File: src/hdl/gn2d_pkg.sv
package gn2d_pkg;

	// Lattice and table geometry.
	localparam int MAX_SIZE_BITS = 8;
	localparam int TBL_AW        = MAX_SIZE_BITS;
	localparam int TBL_DEPTH     = 1 << TBL_AW;

	// Number of pipeline stages from the input register to the output register.
	localparam int NSTG = 13;

	// Width of a corner dot product and of each blend result (signed, Q.30).
	localparam int VW = 34;

	// Operation codes of a request.
	localparam logic [1:0] OP_EVAL  = 2'd0;
	localparam logic [1:0] OP_WGRAD = 2'd1;
	localparam logic [1:0] OP_WPERM = 2'd2;

	// Load enables of the three stages of one blend unit.
	typedef struct packed {
		logic d;
		logic p;
		logic v;
	} blend_en_t;

	// Wrap mask for a lattice of 2^n cells, with n clamped to the table size.
	function automatic logic [TBL_AW-1:0] wrap_mask(input logic [3:0] sb);
		logic [3:0]      sbc;
		logic [TBL_AW:0] one_hot;
		sbc     = (sb > 4'(MAX_SIZE_BITS)) ? 4'(MAX_SIZE_BITS) : sb;
		one_hot = (TBL_AW + 1)'(1) << sbc;
		return TBL_AW'(one_hot - (TBL_AW + 1)'(1));
	endfunction

endpackage

File: src/hdl/gn2d_blend.sv
module gn2d_blend
	import gn2d_pkg::*;
(
	input  logic                 clk,
	input  blend_en_t            en,
	input  logic signed [VW-1:0] a,
	input  logic signed [VW-1:0] b,
	input  logic        [15:0]   w,
	output logic signed [VW-1:0] v
);

	// The product w * (a - b) is split at bit 16 of the difference so that each
	// partial multiply stays narrow; the low part only contributes its floor.
	logic signed [VW:0]    diff_s1;
	logic signed [VW-1:0]  a_s1;
	logic        [15:0]    w_s1;
	logic        [31:0]    plo_s2;
	logic signed [VW+1:0]  phi_s2;
	logic signed [VW-1:0]  a_s2;
	logic signed [VW-16:0] dhi;
	logic signed [VW+1:0]  step;

	assign dhi  = diff_s1[VW:16];
	assign step = phi_s2 + (VW + 2)'(plo_s2[31:16]);

	always_ff @(posedge clk) begin
		if (en.d) begin
			diff_s1 <= (VW + 1)'(a) - (VW + 1)'(b);
			a_s1    <= a;
			w_s1    <= w;
		end
		if (en.p) begin
			plo_s2 <= w_s1 * diff_s1[15:0];
			phi_s2 <= (VW + 2)'($signed({1'b0, w_s1}) * dhi);
			a_s2   <= a_s1;
		end
		if (en.v) begin
			v <= VW'((VW + 2)'(a_s2) - step);
		end
	end

endmodule

File: config.mk
export PLATFORM = sky130hd
export DESIGN_NAME = gn2d_blend
export DESIGN_NICKNAME = d
export VERILOG_FILES = /design/src/hdl/gn2d_pkg.sv /design/src/hdl/gn2d_blend.sv
export SDC_FILE = /design/constraint.sdc
export NUM_CORES = 2
export LEC_CHECK = 0
export BUFFER_PORTS_ARGS = -buffer_cell sky130_fd_sc_hd__buf_4
export CAP_MARGIN = 5
export CELL_PAD_IN_SITES_DETAIL_PLACEMENT = 0
export CELL_PAD_IN_SITES_GLOBAL_PLACEMENT = 1
export CORE_UTILIZATION = 40
export CTS_CLUSTER_DIAMETER = 40
export DETAILED_ROUTE_END_ITERATION = 12
export GPL_ROUTABILITY_DRIVEN = 0
export PLACE_DENSITY_LB_ADDON = 0.1
export SLEW_MARGIN = 30
export SYNTH_ARGS = -nofsm -noshare
export SYNTH_HDL_FRONTEND = slang
export SYNTH_SLANG_ARGS = --single-unit
File: constraint.sdc
create_clock -name clk -period 13.2 [get_ports clk]
set_input_delay 2.64 -clock clk [delete_from_list [all_inputs] [get_ports clk]]
set_output_delay 2.64 -clock clk [all_outputs]
set_load 0.005 [all_outputs]
After elaboration in Yosys (flattened, before gate mapping)
Cells that the tools add are included.
{"block": "totals", "inputBits": 88, "register_bits": 219, "elab_cells": 12}
{"block": "classes", "mul": 2, "addsub": 3}
{"operator": "$sub 34x34->35", "n": 1}
{"operator": "$add 34x16->34", "n": 1}
{"operator": "$mul 17x19->34", "n": 1}
{"operator": "$sub 34x34->34", "n": 1}
{"operator": "$mul 16x16->32", "n": 1}

Logic depth before layout (Yosys ltp)
{"block": "logic_depth", "ltp_word": 2, "ltp_mapped": 25, "depth_no_buf": 23}

Worst setup path before layout
Ideal clock, no wire load.
{"block": "synth_timing", "kind": "register to register", "start": "reg w_s1[14]", "end": "reg plo_s2[30], data pin", "arrival_time_ns": 5.953, "setup_ns": 0.258, "period_less_slack_ns": 6.211, "slack_ns": 6.989, "required_time_ns": 12.942, "stages_incl_launch_ff": 23, "path_cell_list": "edfxtp_1 > clkbuf_1 > clkbuf_1 > nand2_1 > fa_1 > fa_1 > inv_1 > fa_1 > fa_1 > fa_1 > inv_1 > fa_1 > inv_1 > ha_1 > o21a_1 > o211ai_1 > nand2_1 > a22o_1 > a41oi_1 > a2111oi_1 > or3_1 > a21oi_1 > xnor2_1"}
{"block": "synth_between", "elab_chain_cells": 1}
{"element": "start: declaration", "line": "gn2d_blend.sv:16", "source": "logic [15:0] w_s1;"}
{"element": "start signal: assignment", "line": "gn2d_blend.sv:30", "source": "w_s1 <= w;"}
{"element": "$mul 16x16->32", "line": "gn2d_blend.sv:33", "source": "plo_s2 <= w_s1 * diff_s1[15:0];"}
{"element": "end signal: assignment", "line": "gn2d_blend.sv:33"}
{"element": "end: declaration", "line": "gn2d_blend.sv:17", "source": "logic [31:0] plo_s2;"}
Every way passes these cells.
A chain may end at the register's enable or synchronous reset.

Worst setup path after layout
{"block": "layout_timing", "start": "reg w_s1[13]", "end": "reg phi_s2[32], data pin"}
{"block": "layout_between", "elab_chain_cells": 1}
{"element": "$mul 17x19->34", "line": "gn2d_blend.sv:34", "source": "phi_s2 <= (VW + 2)'($signed({1'b0, w_s1}) * dhi);"}
{"element": "end signal: assignment", "line": "gn2d_blend.sv:34"}
{"element": "end: declaration", "line": "gn2d_blend.sv:18", "source": "logic signed [VW+1:0] phi_s2;"}
Every way passes these cells.

==> impl_metrics.py <==
metrics = {
    "run_status": {
        "status": "finished clean",
    },
    "worst_setup_path": {
        "crit_buf_inv": 4,
        "path_common_cell": "fa_1",
        "ff2ff_path_depth": 21,
        "crit_chain": "buf_4 > nand2_1 > fa_1 > inv_1 > fa_1 > fa_1 > fa_1 > fa_1 > inv_1 > fa_1 > inv_1 > ha_1 > a21o_1 > a21oi_1 > o21ai_0 > or3_1 > o211ai_1 > a31oi_1 > a211oi_1 > o21bai_1 > xor2_1",
        "slowest_stage": "edfxtp_1",
        "cp_data_required_time_ns": 13.50,
        "cp.depth": 21,
        "timing.rr.end": "phi_s2[32]",
        "slowest_delay_ns": 0.97,
        "r2r_slack_ns": 6.07,
        "crit_fanout": 19,
        "path_delay_family": "adder cells",
        "start_kind": "flop",
        "endpoint_kind": "flop",
        "worstPathArrival_ns": 7.43,
        "crit_end": "phi_s2[32]",
        "worstSetupStartpoint": "w_s1[13]",
        "reg2reg_from": "w_s1[13]",
        "path_class": "reg2reg",
    },
    "floorplanning": {
        "fp-row-count": 98,
        "die_w_um": 273,
        "start_util_pct": 40.7,
        "fp.dieH_um": 273,
        "fp.coreArea_mm2": 0.0720,
        "ios": 122,
        "dieArea_mm2": 0.0744,
    },
    "sta": {
        "finalCritPeriodShare_pct": 54.0,
        "clock.fmax_ghz": 0.140,
        "rsz0062_at_grt": "no",
        "worst_pin_slew_ns": 0.968,
        "finalMaxSlewViolations": 0,
        "fin_worst_skew_ns": 0.0301,
        "hold_violations": 0,
        "slew_headroom_pct": 35.5,
        "fin_tns_setup_ns": 0,
        "setup_viol": 0,
        "fin_crit_ns": 7.13,
    },
    "placed_design": {
        "hpwl_mm": 58.4,
        "place.port_buffers": 121,
    },
    "logic_synthesis": {
        "ys_types": 60,
        "synthTopCellsByCount": "742 x inv_1, 505 x fa_1, 363 x nand2_1",
        "synthArstFlopShare_pct": 0,
        "post-synth-top-count-cell": "inv_1",
        "ys_seq_area_share_pct": 20.8,
        "synth-edff-count": 203,
        "ys.warnings.count": 0,
        "yosysTopAreaCell": "fa_1",
        "synth_area_mm2": 0.0293,
        "synth_top_cells_by_area": "fa_1 34%, edfxtp_1 21%, ha_1 12%",
        "synth.top_cell.area_share_pct": 34.5,
        "syn_nets": 3837,
        "syn_area_per_cell_um2": 9.87,
        "synthFlopType": "edfxtp_1",
        "yosys_register_bits": 203,
        "synthCells": 2971,
    },
    "route": {
        "dr.pass1.iters": 4,
        "drt_iter0_drc": 767,
        "routed_wl_mm": 76.1,
        "viasPerCell": 4.93,
        "antenna_left": 0,
        "drc_errors": 0,
        "via_count": 20000,
        "avgRoutedWirePerCell_um": 18.8,
    },
    "grt": {
        "antenna_found_initial": 1,
        "grt_max_degree": 59,
        "overflow": 0,
        "grt_pass1_wl_mm": 123,
        "grtUsageTotal_pct": 21.5,
        "grt_pass1_vias": 22400,
    },
    "clock_tree": {
        "cts_sinks": 203,
        "cts-root-buf": "clkbuf_16",
        "postCtsSetupBuffers": 0,
        "clock_latency_ns": 0.56,
        "cts_resized": 0,
        "max-clock-path-buffers": 3,
        "holdBufCountCts": 0,
        "cts_tree": "built",
        "h-tree-depth": 2,
        "clk_pin_slew_ns": 0.05,
        "cts_made_buffers": 42,
    },
    "job": {
        "maxCapViolCount": 0,
    },
    "cells_and_area": {
        "fin_nets": 3934,
        "diodes": 0,
        "drive_above_1_share_pct": 7.61,
        "areaGrowthSynthToFinish_pct": 11.6,
    },
    "min_path": {
        "worstHoldPathType": "reg2reg",
    },
}
## kinds of logic after synthesis
logic type	count (synthesis)	share of synthesized area, %
buffers and inverters	834	10.7
adders and majority gates	778	46.1
and+or+nand+nor	769	12.7
AOI/OAI and AO/OA	270	6.15
DFF	203	20.8
xor gates and xnor gates	114	3.41
muxes	3	0.102
## flip-flops by register name, indices dropped and copies added, names as in the netlist
signal   cells
a_s1        34
a_s2        34
diff_s1     35
phi_s2      34
plo_s2      16
v           34
w_s1        16
## worst reg2reg max path, stage by stage, from the launching register on
cell and delay, ns:
edfxtp_1 0.97, buf_4 0.44, nand2_1 0.13, fa_1 0.50
inv_1 0.05, fa_1 0.57, fa_1 0.44, fa_1 0.46
fa_1 0.49, inv_1 0.05, fa_1 0.47, inv_1 0.04
ha_1 0.35, a21o_1 0.19, a21oi_1 0.13, o21ai_0 0.16
or3_1 0.36, o211ai_1 0.34, a31oi_1 0.24, a211oi_1 0.26
o21bai_1 0.10, xor2_1 0.15
## cell usage in the layout, fill, tap and decap left out, types with 4 or more instances in the layout
master / count
inv_1: 742
fa_1: 505
nand2_1: 363
ha_1: 273
and2_1: 244
edfxtp_1: 203
buf_4: 143
xnor2_1: 84
a21oi_1: 83
nor2_1: 49
o21ai_0: 43
clkbuf_16: 43
a21o_1: 37
xor2_1: 30
nand3_1: 22
nor3_1: 21
o21a_1: 20
or3_1: 14
nand2b_1: 14
a211oi_1: 13
a31oi_1: 11
and3_1: 11
nor2b_1: 9
or2_2: 8
nand4_1: 8
inv_6: 8
o31a_1: 7
clkinvlp_4: 7
o211ai_1: 6
a21boi_0: 5
clkinv_2: 5
bufinv_16: 5
a311oi_1: 4
o21bai_1: 4
clkinv_4: 4
## worst min-delay path by stage
stage                     endpoint  slack (ns)     start  depth (start not counted)
after floorplan            a_s2[0]        0.40   a_s1[0]                          0
after global placement    a_s2[33]        0.40  a_s1[33]                          0
after detailed placement  a_s2[15]        0.40  a_s1[15]                          0
after CTS                 a_s2[24]        0.41  a_s1[24]                          0
after global routing      a_s2[11]        0.42  a_s1[11]                          0
final                     a_s2[24]        0.41  a_s1[24]                          0
## per-layer routing
layer / vias to the layer above / track usage (%) / part of all wire, %
met5: - / 0 / 0
met4: 0 / 6.14 / 2.6
met3: 121 / 2.08 / 3.9
met2: 410 / 37.1 / 49
met1: 10100 / 28.7 / 45
li1: 9295 / - / -
## per-stage QoR
step                hold WS, ns  std cells  utilization, %  cell area [µm²]  worst slack (ns)
finish                    0.409       4051            45.5            32700              6.07
global route              0.418       4051            45.5            32700              5.62
CTS                       0.411       4051            45.5            32700              6.03
detailed placement        0.405       3974            43.4            31300              6.08
global placement          0.401       3972            43.4            31200              5.93
floorplan                 0.400       2971               -            29300              6.99
## area by class of cell
| type | instances | area [µm²] |
|---|---|---|
| clock inverters | 33 | 373 |
| flip-flops and latches | 203 | 6100 |
| well taps | 950 | 1190 |
| clock buffers | 44 | 1080 |
| repair buffers | 145 | 1100 |
| multi-input cells | 1934 | 20100 |
| inverters | 742 | 2790 |
| fillers | 6868 | 39300 |
Power is left out: the tool's default activity adds up to more than one toggle a clock period on the data nets, which glitch-free logic cannot reach.
